`config.mk`:
```
export PLATFORM = sky130hd
export DESIGN_NAME = stereo_biquad_cascade_eq_flat
export DESIGN_NICKNAME = d
export VERILOG_FILES = /design/src/rtl/core/sbq_pkg.sv /design/src/rtl/core/sbq_in_if.sv /design/src/rtl/core/sbq_out_if.sv /design/src/rtl/core/stereo_biquad_cascade_eq.sv /design/src/rtl/core/sbq_regs.sv /design/src/rtl/core/sbq_mac.sv /design/src/flat_wrapper.sv
export SDC_FILE = /design/constraint.sdc
export NUM_CORES = 2
export LEC_CHECK = 0
export BUFFER_PORTS_ARGS = -buffer_cell sky130_fd_sc_hd__buf_2
export CAP_MARGIN = 20
export CORE_AREA = 5 5 428 324
export DETAILED_ROUTE_END_ITERATION = 7
export DIE_AREA = 0 0 433 329
export PLACE_DENSITY = 0.79
export SLEW_MARGIN = 0
export SYNTH_ARGS = -nofsm -noshare
export SYNTH_HDL_FRONTEND = slang
export SYNTH_HIERARCHICAL = 1
export SYNTH_SLANG_ARGS = --single-unit
```
`constraint.sdc`:
```
create_clock -name clk -period 9.83 [get_ports clk]
set_input_delay 2.949 -clock clk [delete_from_list [all_inputs] [get_ports clk]]
set_output_delay 2.949 -clock clk [all_outputs]
set_load 0.1 [all_outputs]
```
`src/rtl/core/sbq_pkg.sv`:
```
`default_nettype none
// ----------------------------------------------------------------------------
// sbq_pkg - shared definitions for the stereo biquad equaliser
// default sizes, register map constants, sequencer codes and control bundle
// ----------------------------------------------------------------------------
package sbq_pkg;

  // default sizes
  localparam int BANDS_DEF        = 4;
  localparam int SAMPLE_WIDTH_DEF = 24;
  localparam int COEF_WIDTH_DEF   = 20;

  // q4.16 coefficients
  localparam int COEF_FRAC = 16;

  // register file: one feedforward and one feedback word for each of four bands
  localparam int REG_BANDS   = 4;
  localparam int BAND_IDX_W  = 2;
  localparam int APB_ADDR_W  = 6;
  localparam int APB_DATA_W  = 64;
  localparam int REG_SEL_LSB = 3;
  localparam logic [63:0] FF_RESET = 64'd65536;

  // multiply-accumulate step counter
  localparam int TAP_W = 3;
  localparam logic [TAP_W-1:0] TAP_B0   = 3'd0;
  localparam logic [TAP_W-1:0] TAP_B1   = 3'd1;
  localparam logic [TAP_W-1:0] TAP_B2   = 3'd2;
  localparam logic [TAP_W-1:0] TAP_A1   = 3'd3;
  localparam logic [TAP_W-1:0] TAP_A2   = 3'd4;
  localparam logic [TAP_W-1:0] TAP_LAST = 3'd5;

  typedef enum logic [1:0] {
    ST_IDLE,
    ST_MAC,
    ST_ROUND,
    ST_DONE
  } seq_state_t;

  typedef struct packed {
    logic clear;
    logic mul_en;
    logic acc_en;
    logic sub;
  } mac_ctrl_t;

endpackage
`default_nettype wire

```
`src/rtl/core/sbq_in_if.sv`:
```
`default_nettype none
// ----------------------------------------------------------------------------
// sbq_in_if - stereo sample input channel
// valid/ready handshake carrying one left/right sample pair
// ----------------------------------------------------------------------------
interface sbq_in_if #(
  parameter int SAMPLE_WIDTH = sbq_pkg::SAMPLE_WIDTH_DEF
);
  logic                           valid;
  logic                           ready;
  logic signed [SAMPLE_WIDTH-1:0] left_sample;
  logic signed [SAMPLE_WIDTH-1:0] right_sample;

  modport source (output valid, output left_sample, output right_sample, input ready);
  modport sink   (input valid, input left_sample, input right_sample, output ready);
endinterface
`default_nettype wire

```
`src/rtl/core/sbq_out_if.sv`:
```
`default_nettype none
// ----------------------------------------------------------------------------
// sbq_out_if - stereo sample output channel
// valid/ready handshake carrying one filtered left/right pair
// ----------------------------------------------------------------------------
interface sbq_out_if #(
  parameter int SAMPLE_WIDTH = sbq_pkg::SAMPLE_WIDTH_DEF
);
  logic                           valid;
  logic                           ready;
  logic signed [SAMPLE_WIDTH-1:0] left_out;
  logic signed [SAMPLE_WIDTH-1:0] right_out;

  modport source (output valid, output left_out, output right_out, input ready);
  modport sink   (input valid, input left_out, input right_out, output ready);
endinterface
`default_nettype wire

```
`src/rtl/core/stereo_biquad_cascade_eq.sv`:
```
`default_nettype none
// ----------------------------------------------------------------------------
// stereo_biquad_cascade_eq - stereo cascaded biquad equaliser
// two channels, each through BANDS direct-form-I sections on one shared mac
// ----------------------------------------------------------------------------
// A stereo pair is taken on the samples channel when the block is idle; the
// left sample runs through bands 0 to BANDS-1, then the right sample does the
// same with its own delay line, and the filtered pair is offered on the
// filtered channel from an output register, so a waiting result never blocks
// the next input. Each section computes b0*x + b1*x1 + b2*x2 - a1*y1 - a2*y2
// with signed q4.16 coefficients, rounds half up to an integer and saturates
// to SAMPLE_WIDTH bits before feeding the next band. All products go through a
// single multiplier: a section forms its five products one after the other,
// then drains the product register into the accumulator, then rounds and
// writes the delay row back. A new pair is not taken until the filtered pair
// has been moved into the output register and the block is idle again.
// Coefficients sit on an apb-style port, one 64-bit word per register at byte
// address 8*index (feedforward of band b at index 2b, feedback at 2b+1); they
// are meant to be written only while the block is idle. Delay state resets to
// zero.
// ----------------------------------------------------------------------------
module stereo_biquad_cascade_eq #(
  parameter int BANDS        = sbq_pkg::BANDS_DEF,
  parameter int SAMPLE_WIDTH = sbq_pkg::SAMPLE_WIDTH_DEF,
  parameter int COEF_WIDTH   = sbq_pkg::COEF_WIDTH_DEF
) (
  input  wire logic                           clk,
  input  wire logic                           rst,
  sbq_in_if.sink                              samples,
  sbq_out_if.source                           filtered,
  input  wire logic                           psel,
  input  wire logic                           penable,
  input  wire logic                           pwrite,
  input  wire logic [sbq_pkg::APB_ADDR_W-1:0] paddr,
  input  wire logic [sbq_pkg::APB_DATA_W-1:0] pwdata,
  output logic      [sbq_pkg::APB_DATA_W-1:0] prdata,
  output logic                                pready
);
  import sbq_pkg::*;

  localparam int ROWS  = 2 * BANDS;            // one delay row per channel and band
  localparam int ROW_W = (ROWS > 1) ? $clog2(ROWS) : 1;
  localparam logic [ROW_W-1:0] ROW_LAST  = ROW_W'(ROWS - 1);
  localparam logic [ROW_W-1:0] LEFT_LAST = ROW_W'(BANDS - 1);
  localparam logic [ROW_W-1:0] RIGHT_0   = ROW_W'(BANDS);

  // positions within a delay row
  localparam int D_X1 = 0;
  localparam int D_X2 = 1;
  localparam int D_Y1 = 2;
  localparam int D_Y2 = 3;
  localparam int TAPS = 4;

  // coefficient registers
  logic [3*COEF_WIDTH-1:0] ff [REG_BANDS];
  logic [2*COEF_WIDTH-1:0] fb [REG_BANDS];

  // sequencer
  seq_state_t        state;
  seq_state_t        state_next;
  logic [TAP_W-1:0]  tap;
  logic [ROW_W-1:0]  row;
  logic [ROW_W-1:0]  band_row;
  logic [BAND_IDX_W-1:0] band;
  mac_ctrl_t         mac_ctrl;
  logic              accept;
  logic              out_load;
  logic              out_valid;

  // datapath
  logic signed [SAMPLE_WIDTH-1:0] dly [ROWS][TAPS];
  logic signed [SAMPLE_WIDTH-1:0] x;          // input of the current band
  logic signed [SAMPLE_WIDTH-1:0] rin;        // right sample waiting its turn
  logic signed [SAMPLE_WIDTH-1:0] lres;       // left result waiting for the right
  logic signed [SAMPLE_WIDTH-1:0] out_left;
  logic signed [SAMPLE_WIDTH-1:0] out_right;
  logic signed [SAMPLE_WIDTH-1:0] operand;
  logic signed [COEF_WIDTH-1:0]   coef;
  logic signed [SAMPLE_WIDTH-1:0] y;

  sbq_regs #(
    .COEF_WIDTH (COEF_WIDTH)
  ) u_regs (
    .clk     (clk),
    .rst     (rst),
    .psel    (psel),
    .penable (penable),
    .pwrite  (pwrite),
    .paddr   (paddr),
    .pwdata  (pwdata),
    .prdata  (prdata),
    .pready  (pready),
    .ff      (ff),
    .fb      (fb)
  );

  sbq_mac #(
    .SAMPLE_WIDTH (SAMPLE_WIDTH),
    .COEF_WIDTH   (COEF_WIDTH)
  ) u_mac (
    .clk    (clk),
    .ctrl   (mac_ctrl),
    .coef   (coef),
    .sample (operand),
    .y      (y)
  );

  // handshakes, nothing is taken while reset is held
  assign samples.ready      = (state == ST_IDLE) && !rst;
  assign accept             = samples.valid && samples.ready;
  assign filtered.valid     = out_valid;
  assign filtered.left_out  = out_left;
  assign filtered.right_out = out_right;

  // rows 0..BANDS-1 are the left channel, the rest the right
  assign band_row = (row >= RIGHT_0) ? row - RIGHT_0 : row;
  assign band     = BAND_IDX_W'(band_row);

  // operand and coefficient for the current mac step
  always_comb begin
    unique case (tap)
      TAP_B0: begin
        operand = x;
        coef    = ff[band][0*COEF_WIDTH +: COEF_WIDTH];
      end
      TAP_B1: begin
        operand = dly[row][D_X1];
        coef    = ff[band][1*COEF_WIDTH +: COEF_WIDTH];
      end
      TAP_B2: begin
        operand = dly[row][D_X2];
        coef    = ff[band][2*COEF_WIDTH +: COEF_WIDTH];
      end
      TAP_A1: begin
        operand = dly[row][D_Y1];
        coef    = fb[band][0*COEF_WIDTH +: COEF_WIDTH];
      end
      TAP_A2: begin
        operand = dly[row][D_Y2];
        coef    = fb[band][1*COEF_WIDTH +: COEF_WIDTH];
      end
      default: begin
        // drain step, multiplier idle
        operand = x;
        coef    = '0;
      end
    endcase
  end

  // next state and mac control
  always_comb begin
    state_next = state;
    mac_ctrl   = '0;
    out_load   = 1'b0;
    unique case (state)
      ST_IDLE: begin
        if (samples.valid) begin
          state_next = ST_MAC;
        end
      end
      ST_MAC: begin
        mac_ctrl.clear  = (tap == TAP_B0);
        mac_ctrl.mul_en = (tap != TAP_LAST);
        mac_ctrl.acc_en = (tap != TAP_B0);
        mac_ctrl.sub    = (tap >= TAP_A1);   // feedback terms are subtracted
        if (tap == TAP_LAST) begin
          state_next = ST_ROUND;
        end
      end
      ST_ROUND: begin
        state_next = (row == ROW_LAST) ? ST_DONE : ST_MAC;
      end
      ST_DONE: begin
        // wait for the output register to be free
        if (!out_valid || filtered.ready) begin
          out_load   = 1'b1;
          state_next = ST_IDLE;
        end
      end
    endcase
  end

  // control state and delay rows
  always_ff @(posedge clk) begin
    if (rst) begin
      state     <= ST_IDLE;
      tap       <= TAP_B0;
      row       <= '0;
      out_valid <= 1'b0;
      for (int r = 0; r < ROWS; r++) begin
        for (int k = 0; k < TAPS; k++) begin
          dly[r][k] <= '0;
        end
      end
    end else begin
      state <= state_next;
      if (accept) begin
        tap <= TAP_B0;
        row <= '0;
      end
      if (state == ST_MAC) begin
        tap <= (tap == TAP_LAST) ? TAP_B0 : tap + TAP_W'(1);
      end
      if (state == ST_ROUND) begin
        // shift the section's delay line by one sample
        dly[row][D_X1] <= x;
        dly[row][D_X2] <= dly[row][D_X1];
        dly[row][D_Y1] <= y;
        dly[row][D_Y2] <= dly[row][D_Y1];
        row <= (row == ROW_LAST) ? '0 : row + ROW_W'(1);
      end
      if (out_load) begin
        out_valid <= 1'b1;
      end else if (filtered.ready) begin
        out_valid <= 1'b0;
      end
    end
  end

  // sample payload
  always_ff @(posedge clk) begin
    if (accept) begin
      x   <= samples.left_sample;
      rin <= samples.right_sample;
    end
    if (state == ST_ROUND) begin
      if (row == LEFT_LAST) begin
        // left chain finished, start the right one
        lres <= y;
        x    <= rin;
      end else begin
        x <= y;
      end
    end
    if (out_load) begin
      out_left  <= lres;
      out_right <= x;
    end
  end

  // an accepted transaction always starts at the first step of the first row
  a_start: assert property (@(posedge clk) disable iff (rst)
    accept |=> (state == ST_MAC) && (tap == TAP_B0) && (row == '0))
    else $error("sequencer did not start at first band");

  // rounding only follows the drain step
  a_round: assert property (@(posedge clk) disable iff (rst)
    (state == ST_ROUND) |-> ($past(state) == ST_MAC) && ($past(tap) == TAP_LAST))
    else $error("round without complete accumulation");

  // the step counter rests at zero outside the mac phase
  a_tap_idle: assert property (@(posedge clk) disable iff (rst)
    (state != ST_MAC) |-> (tap == TAP_B0))
    else $error("step counter not reset");

  // leaving the done state always presents a result
  a_done: assert property (@(posedge clk) disable iff (rst)
    (state == ST_DONE) && out_load |=> out_valid && (state == ST_IDLE) && (row == '0))
    else $error("result not loaded on completion");

endmodule
`default_nettype wire

```
`src/rtl/core/sbq_regs.sv`:
```
`default_nettype none
// ----------------------------------------------------------------------------
// sbq_regs - coefficient register file
// apb-style write/read of the per-band feedforward and feedback words
// ----------------------------------------------------------------------------
module sbq_regs #(
  parameter int COEF_WIDTH = sbq_pkg::COEF_WIDTH_DEF
) (
  input  wire logic                            clk,
  input  wire logic                            rst,
  input  wire logic                            psel,
  input  wire logic                            penable,
  input  wire logic                            pwrite,
  input  wire logic [sbq_pkg::APB_ADDR_W-1:0]  paddr,
  input  wire logic [sbq_pkg::APB_DATA_W-1:0]  pwdata,
  output logic      [sbq_pkg::APB_DATA_W-1:0]  prdata,
  output logic                                 pready,
  output logic      [3*COEF_WIDTH-1:0]         ff [sbq_pkg::REG_BANDS],
  output logic      [2*COEF_WIDTH-1:0]         fb [sbq_pkg::REG_BANDS]
);
  import sbq_pkg::*;

  localparam int FF_W = 3 * COEF_WIDTH;
  localparam int FB_W = 2 * COEF_WIDTH;

  logic                  wr_en;
  logic                  sel_fb;
  logic [BAND_IDX_W-1:0] sel_band;

  assign pready   = 1'b1;
  assign wr_en    = psel && penable && pwrite && pready;
  assign sel_fb   = paddr[REG_SEL_LSB];
  assign sel_band = paddr[REG_SEL_LSB+1 +: BAND_IDX_W];

  always_ff @(posedge clk) begin
    if (rst) begin
      for (int i = 0; i < REG_BANDS; i++) begin
        ff[i] <= FF_W'(FF_RESET);
        fb[i] <= '0;
      end
    end else if (wr_en) begin
      if (sel_fb) begin
        fb[sel_band] <= pwdata[FB_W-1:0];
      end else begin
        ff[sel_band] <= pwdata[FF_W-1:0];
      end
    end
  end

  // read back, zero extended
  always_comb begin
    if (sel_fb) begin
      prdata = APB_DATA_W'(fb[sel_band]);
    end else begin
      prdata = APB_DATA_W'(ff[sel_band]);
    end
  end

endmodule
`default_nettype wire

```
`src/rtl/core/sbq_mac.sv`:
```
`default_nettype none
// ----------------------------------------------------------------------------
// sbq_mac - shared multiply-accumulate unit
// registered product, accumulator, round half up and saturate to a sample
// ----------------------------------------------------------------------------
module sbq_mac #(
  parameter int SAMPLE_WIDTH = sbq_pkg::SAMPLE_WIDTH_DEF,
  parameter int COEF_WIDTH   = sbq_pkg::COEF_WIDTH_DEF
) (
  input  wire logic                           clk,
  input  wire sbq_pkg::mac_ctrl_t             ctrl,
  input  wire logic signed [COEF_WIDTH-1:0]   coef,
  input  wire logic signed [SAMPLE_WIDTH-1:0] sample,
  output logic signed      [SAMPLE_WIDTH-1:0] y
);
  import sbq_pkg::*;

  localparam int PW = SAMPLE_WIDTH + COEF_WIDTH;
  localparam int AW = PW + 3;   // five terms

  localparam logic signed [AW-1:0] HALF =
    {{(AW-COEF_FRAC){1'b0}}, 1'b1, {(COEF_FRAC-1){1'b0}}};
  localparam logic signed [AW-1:0] SAT_HI =
    {{(AW-SAMPLE_WIDTH+1){1'b0}}, {(SAMPLE_WIDTH-1){1'b1}}};
  localparam logic signed [AW-1:0] SAT_LO =
    {{(AW-SAMPLE_WIDTH+1){1'b1}}, {(SAMPLE_WIDTH-1){1'b0}}};

  logic signed [PW-1:0] prod;
  logic                 prod_sub;
  logic signed [AW-1:0] acc;
  logic signed [AW-1:0] prod_ext;
  logic signed [AW-1:0] rnd;
  logic signed [AW-1:0] q;

  assign prod_ext = {{(AW-PW){prod[PW-1]}}, prod};

  always_ff @(posedge clk) begin
    if (ctrl.mul_en) begin
      prod     <= coef * sample;
      prod_sub <= ctrl.sub;
    end
    if (ctrl.clear) begin
      acc <= '0;
    end else if (ctrl.acc_en) begin
      acc <= prod_sub ? acc - prod_ext : acc + prod_ext;
    end
  end

  // floor after adding one half
  assign rnd = acc + HALF;
  assign q   = rnd >>> COEF_FRAC;

  always_comb begin
    if (q > SAT_HI) begin
      y = SAT_HI[SAMPLE_WIDTH-1:0];
    end else if (q < SAT_LO) begin
      y = SAT_LO[SAMPLE_WIDTH-1:0];
    end else begin
      y = q[SAMPLE_WIDTH-1:0];
    end
  end

endmodule
`default_nettype wire
```
`src/flat_wrapper.sv`:
```
// flat-port wrapper written by rule: the top's interface ports become plain ports
module stereo_biquad_cascade_eq_flat import sbq_pkg::*;
#(
  parameter int BANDS        = sbq_pkg::BANDS_DEF,
  parameter int SAMPLE_WIDTH = sbq_pkg::SAMPLE_WIDTH_DEF,
  parameter int COEF_WIDTH   = sbq_pkg::COEF_WIDTH_DEF
)
  (clk, rst, psel, penable, pwrite, paddr, pwdata, prdata, pready, samples_valid, samples_left_sample, samples_right_sample, samples_ready, filtered_valid, filtered_left_out, filtered_right_out, filtered_ready);
  sbq_in_if #(.SAMPLE_WIDTH(SAMPLE_WIDTH)) samples_i ();
  sbq_out_if #(.SAMPLE_WIDTH(SAMPLE_WIDTH)) filtered_i ();
  input  wire logic clk;
  input  wire logic rst;
  input  wire logic psel;
  input  wire logic penable;
  input  wire logic pwrite;
  input  wire logic [sbq_pkg::APB_ADDR_W-1:0] paddr;
  input  wire logic [sbq_pkg::APB_DATA_W-1:0] pwdata;
  output logic      [sbq_pkg::APB_DATA_W-1:0] prdata;
  output logic pready;
  input wire logic [$bits(samples_i.valid)-1:0] samples_valid;
  input wire logic [$bits(samples_i.left_sample)-1:0] samples_left_sample;
  input wire logic [$bits(samples_i.right_sample)-1:0] samples_right_sample;
  output wire logic [$bits(samples_i.ready)-1:0] samples_ready;
  output wire logic [$bits(filtered_i.valid)-1:0] filtered_valid;
  output wire logic [$bits(filtered_i.left_out)-1:0] filtered_left_out;
  output wire logic [$bits(filtered_i.right_out)-1:0] filtered_right_out;
  input wire logic [$bits(filtered_i.ready)-1:0] filtered_ready;
  assign samples_i.valid = samples_valid;
  assign samples_i.left_sample = samples_left_sample;
  assign samples_i.right_sample = samples_right_sample;
  assign samples_ready = samples_i.ready;
  assign filtered_valid = filtered_i.valid;
  assign filtered_left_out = filtered_i.left_out;
  assign filtered_right_out = filtered_i.right_out;
  assign filtered_i.ready = filtered_ready;
  stereo_biquad_cascade_eq #(.BANDS(BANDS), .SAMPLE_WIDTH(SAMPLE_WIDTH), .COEF_WIDTH(COEF_WIDTH)) u_core (.clk(clk), .rst(rst), .samples(samples_i), .filtered(filtered_i), .psel(psel), .penable(penable), .pwrite(pwrite), .paddr(paddr), .pwdata(pwdata), .prdata(prdata), .pready(pready));
endmodule
```
==> qor.json <==
{
  "finish": {
    "layout.area.seq_sq_um": 37200,
    "multi_input_area_sq_um": 43900,
    "final_nets": 8062,
    "layout-drive-gt1-share": 0.171,
    "design_area_sq_um": 93700,
    "filler_cell_count": 9032,
    "finish.cell_count_without_fillers": 9193,
    "areaGrowthSynthToFinish_pct": 9.98
  },
  "logic_synthesis": {
    "synth_ff_type": "edfxtp_1",
    "synthCells": 7135,
    "yosysUniqueCellTypes": 99,
    "synth-edff-count": 933,
    "synth-seq-cells": 1392,
    "ys_async_sr_fraction": 0,
    "synthesis.area_per_instance_sq_um": 11.9,
    "dominant_cell_type_by_area_after_synthesis": "edfxtp_1",
    "seq_area_frac_synth": 0.437,
    "yosys.area.top_type_share": 0.329,
    "cell_area_synth_sq_um": 85200,
    "post_synth_main_area_contributors": "edfxtp_1, fa_1, dfxtp_1",
    "yosysWarnings": 6
  },
  "routing": {
    "routed-via-count": 59126,
    "met1_length_um": 92500,
    "post_drt_via_cell_ratio": 6.43,
    "topRoutingLayerUsed": "met5",
    "dr.first_iter.drc_count": 7896,
    "routed_length_on_met3_um": 32200,
    "route.met2.wl_um": 111000,
    "drt-pass1-iter-count": 8,
    "detail_route.wl_per_cell_um": 26.9,
    "ant_nets": 0,
    "post-route-drc-count": 0,
    "drt-total-wl_um": 248000
  },
  "sta": {
    "setup_total_negative_slack_ns": 0,
    "hold_slack_ns": 0.417,
    "final.min_clock_period_ns": 9.41,
    "final_cycle_share": 0.957,
    "grt_setup_unrepaired": "no",
    "fmaxAchievable_mhz": 106,
    "report.final.slew_viol_count": 0,
    "final-hold-violation-count": 0,
    "max_slew_margin": 0.159,
    "fin_worst_skew_ns": 0.0678,
    "setup_viol": 0,
    "worst_pin_slew_ns": 1.25
  },
  "die": {
    "fp.dieW_um": 433,
    "std_cell_rows": 117,
    "chipHeight_um": 329,
    "boundaryPins": 240,
    "fp.coreArea_sq_um": 135000,
    "fp.dieArea_sq_um": 142000,
    "floorplan.initialDensity": 0.633
  },
  "flow_run": {
    "max_cap_violations": 0
  },
  "grt": {
    "antenna_violations_before_repair": 26,
    "grt_first_pass_wirelength_um": 372000,
    "global_route.overflow_total": 0,
    "vias_in_the_first_global_route": 60440,
    "grt_use_total": 0.348,
    "maximum_number_of_pins_on_one_net_before_global_route_repair": 135
  },
  "clocking": {
    "clock_latency_on_the_worst_skew_pair_ns": 0.81,
    "cts_sinks": 1392,
    "hold_buffers": 0,
    "tritoncts": "yes",
    "cts.path.max_buffers": 3,
    "clk_pin_slew_ns": 0.07,
    "cts_made_buffers": 135,
    "cts_root_buffer": "clkbuf_16",
    "cts_htree_levels": 4
  },
  "place": {
    "place_area_sq_um": 89100,
    "total_of_buffers_placed_on_input_and_output_ports": 227,
    "dp_hpwl_um": 164000,
    "placed_cells": 8913,
    "globalplace.congestion": 0.926
  },
  "setup_path": {
    "cp_required_ns": 10.34,
    "r2r_setup_slack_ns": 0.42,
    "critical_path.slowest_cell": "or4_1",
    "crit_path_start_kind": "flip-flop",
    "worstPathArrival_ns": 9.92,
    "cpPeakStageDelay_ns": 0.59,
    "timing.setup.critical_path_class": "flip-flop to flip-flop",
    "cp_max_fo": 22,
    "critPathMostFrequentCell": "fa_1",
    "sort_of_element_at_the_end_of_the_critical_path": "flip-flop"
  },
  "power_and_ir_drop": {
    "leakagePower_uw": 0.0397,
    "cellPowerDensity_nw_per_um2": 166,
    "vdd_drop_max_mv": 0.182
  },
  "run_status": {
    "run_status": "finished, final reports clean"
  },
  "min_path": {
    "hold_class": "flip-flop to flip-flop"
  }
}
final cells by class:
type | instances | area share
multi-input combinational | 4613 | 0.469
sequential | 1392 | 0.397
clock buffer | 187 | 0.0401
timing repair buffer | 502 | 0.0374
inverter | 633 | 0.0254
tap | 1785 | 0.0238
clock inverter | 63 | 0.00686
antenna | 18 | 0.000481
layout by cell type, fill, tap and decap left out, drive strengths merged, types with 10 or more instances in the layout:
| master | count |
|---|---|
| a211oi | 10 |
| a21o | 51 |
| a21oi | 178 |
| a221oi | 25 |
| a22oi | 46 |
| a31oi | 19 |
| and2 | 344 |
| and3 | 301 |
| buf | 502 |
| clkbuf | 187 |
| clkinv | 44 |
| dfxtp | 459 |
| diode | 18 |
| edfxtp | 933 |
| fa | 493 |
| ha | 167 |
| inv | 639 |
| mux2 | 49 |
| mux2i | 522 |
| mux4 | 363 |
| nand2 | 355 |
| nand2b | 439 |
| nand3 | 76 |
| nand4 | 17 |
| nor2 | 541 |
| nor2b | 48 |
| nor3 | 30 |
| nor4 | 10 |
| o2111ai | 24 |
| o21a | 12 |
| o21ai | 146 |
| o21bai | 20 |
| o22a | 24 |
| o22ai | 43 |
| or3 | 10 |
| xnor2 | 102 |
| xor2 | 44 |
through the flow:
step | setup WS [ns] | util | total power [uW]
after global routing | 0.0413 | 0.697 | 16100
after CTS | 0.219 | 0.695 | 15500
after detailed placement | 0.227 | 0.662 | 10400
after global placement | 0.279 | 0.662 | 10300
after floorplan | 1.21 | - | 8860
final | 0.420 | 0.697 | 15600
final timing paths:
check | from | to | cells past startpoint
max | u_core/tap[0] | u_core/u_mac/prod[40] | 30
min | u_core/lres[10] | u_core/filtered.left_out[10] | 0
min reg2reg | u_core/lres[10] | u_core/filtered.left_out[10] | 0
max reg2reg | u_core/tap[0] | u_core/u_mac/prod[40] | 30
kinds of logic (layout without fill, tap and decap cells):
family,after synthesis,in the layout,synth area share
buffers and inverters,1133,1385,0.0544
xor gates and xnor gates,146,146,0.0150
and+or+nand+nor,2214,2214,0.136
adders and majority gates,660,660,0.140
AOI/OAI and AO/OA,654,654,0.0495
other,2,23,0.0000881
muxes,934,934,0.168
DFF,1392,1392,0.437
layer usage:
metal,up-vias,global-route usage
met5,-,0
met4,10,0.157
met3,634,0.101
met2,3879,0.526
met1,29475,0.472
li1,25128,-
report_power, final:
group / switching (uW) / leakage (uW) / internal [uW]
clock network: 2370 / 0.00212 / 2830
logic: 2440 / 0.0244 / 1190
registers: 205 / 0.0132 / 6540
registers in the layout (all words and copies together), names as in the netlist, named ones only:
name	flops
u_core/dly	768
u_core/u_regs/ff	240
u_core/u_regs/fb	160
u_core/u_mac/acc	47
u_core/u_mac/prod	44
u_core/filtered.left_out	24
u_core/filtered.right_out	24
u_core/lres	24
u_core/rin	24
u_core/x	24
u_core/row	3
u_core/tap	3
u_core/state	2
u_core/filtered.valid	1
u_core/u_mac/prod_sub	1
Yosys cell counts, types with 12 or more instances:
| cell | number |
|---|---|
| mux2i_2 | 43 |
| a31oi_1 | 19 |
| nand2_1 | 355 |
| o21a_1 | 12 |
| mux2i_1 | 479 |
| fa_1 | 493 |
| buf_4 | 33 |
| o22ai_1 | 43 |
| and3_1 | 300 |
| o22a_1 | 24 |
| xor2_1 | 44 |
| a22oi_1 | 46 |
| buf_2 | 89 |
| o2111ai_1 | 24 |
| edfxtp_1 | 933 |
| nor3_1 | 30 |
| dfxtp_1 | 459 |
| nor2_1 | 541 |
| nand3_1 | 76 |
| inv_1 | 631 |
| xnor2_1 | 102 |
| and2_1 | 344 |
| clkbuf_1 | 350 |
| a221oi_1 | 25 |
| mux4_2 | 355 |
| nand2b_1 | 439 |
| a21oi_1 | 177 |
| buf_1 | 15 |
| o21bai_1 | 20 |
| o21ai_0 | 93 |
| mux2_4 | 36 |
| o21ai_1 | 53 |
| a21o_1 | 51 |
| ha_1 | 167 |
| nor2b_1 | 48 |
| nand4_1 | 17 |
repair_timing:
| action | CTS | global route |
|---|---|---|
| gates resized for setup | 0 | 8 |
| setup endpoints to repair | 0 | 11 |
| buffers inserted | 0 | 10 |
critical path, delay by kind of cell, from the launching register on:
| kind | cells | cell delay, ns |
|---|---|---|
| compound gates | 6 | 1.28 |
| fa+ha+maj | 9 | 4.15 |
| xor+xnor | 1 | 0.11 |
| flops | 1 | 0.47 |
| simple gates | 6 | 1.90 |
| buf+inv | 8 | 1.20 |
Power figures use the tool's default switching activity.
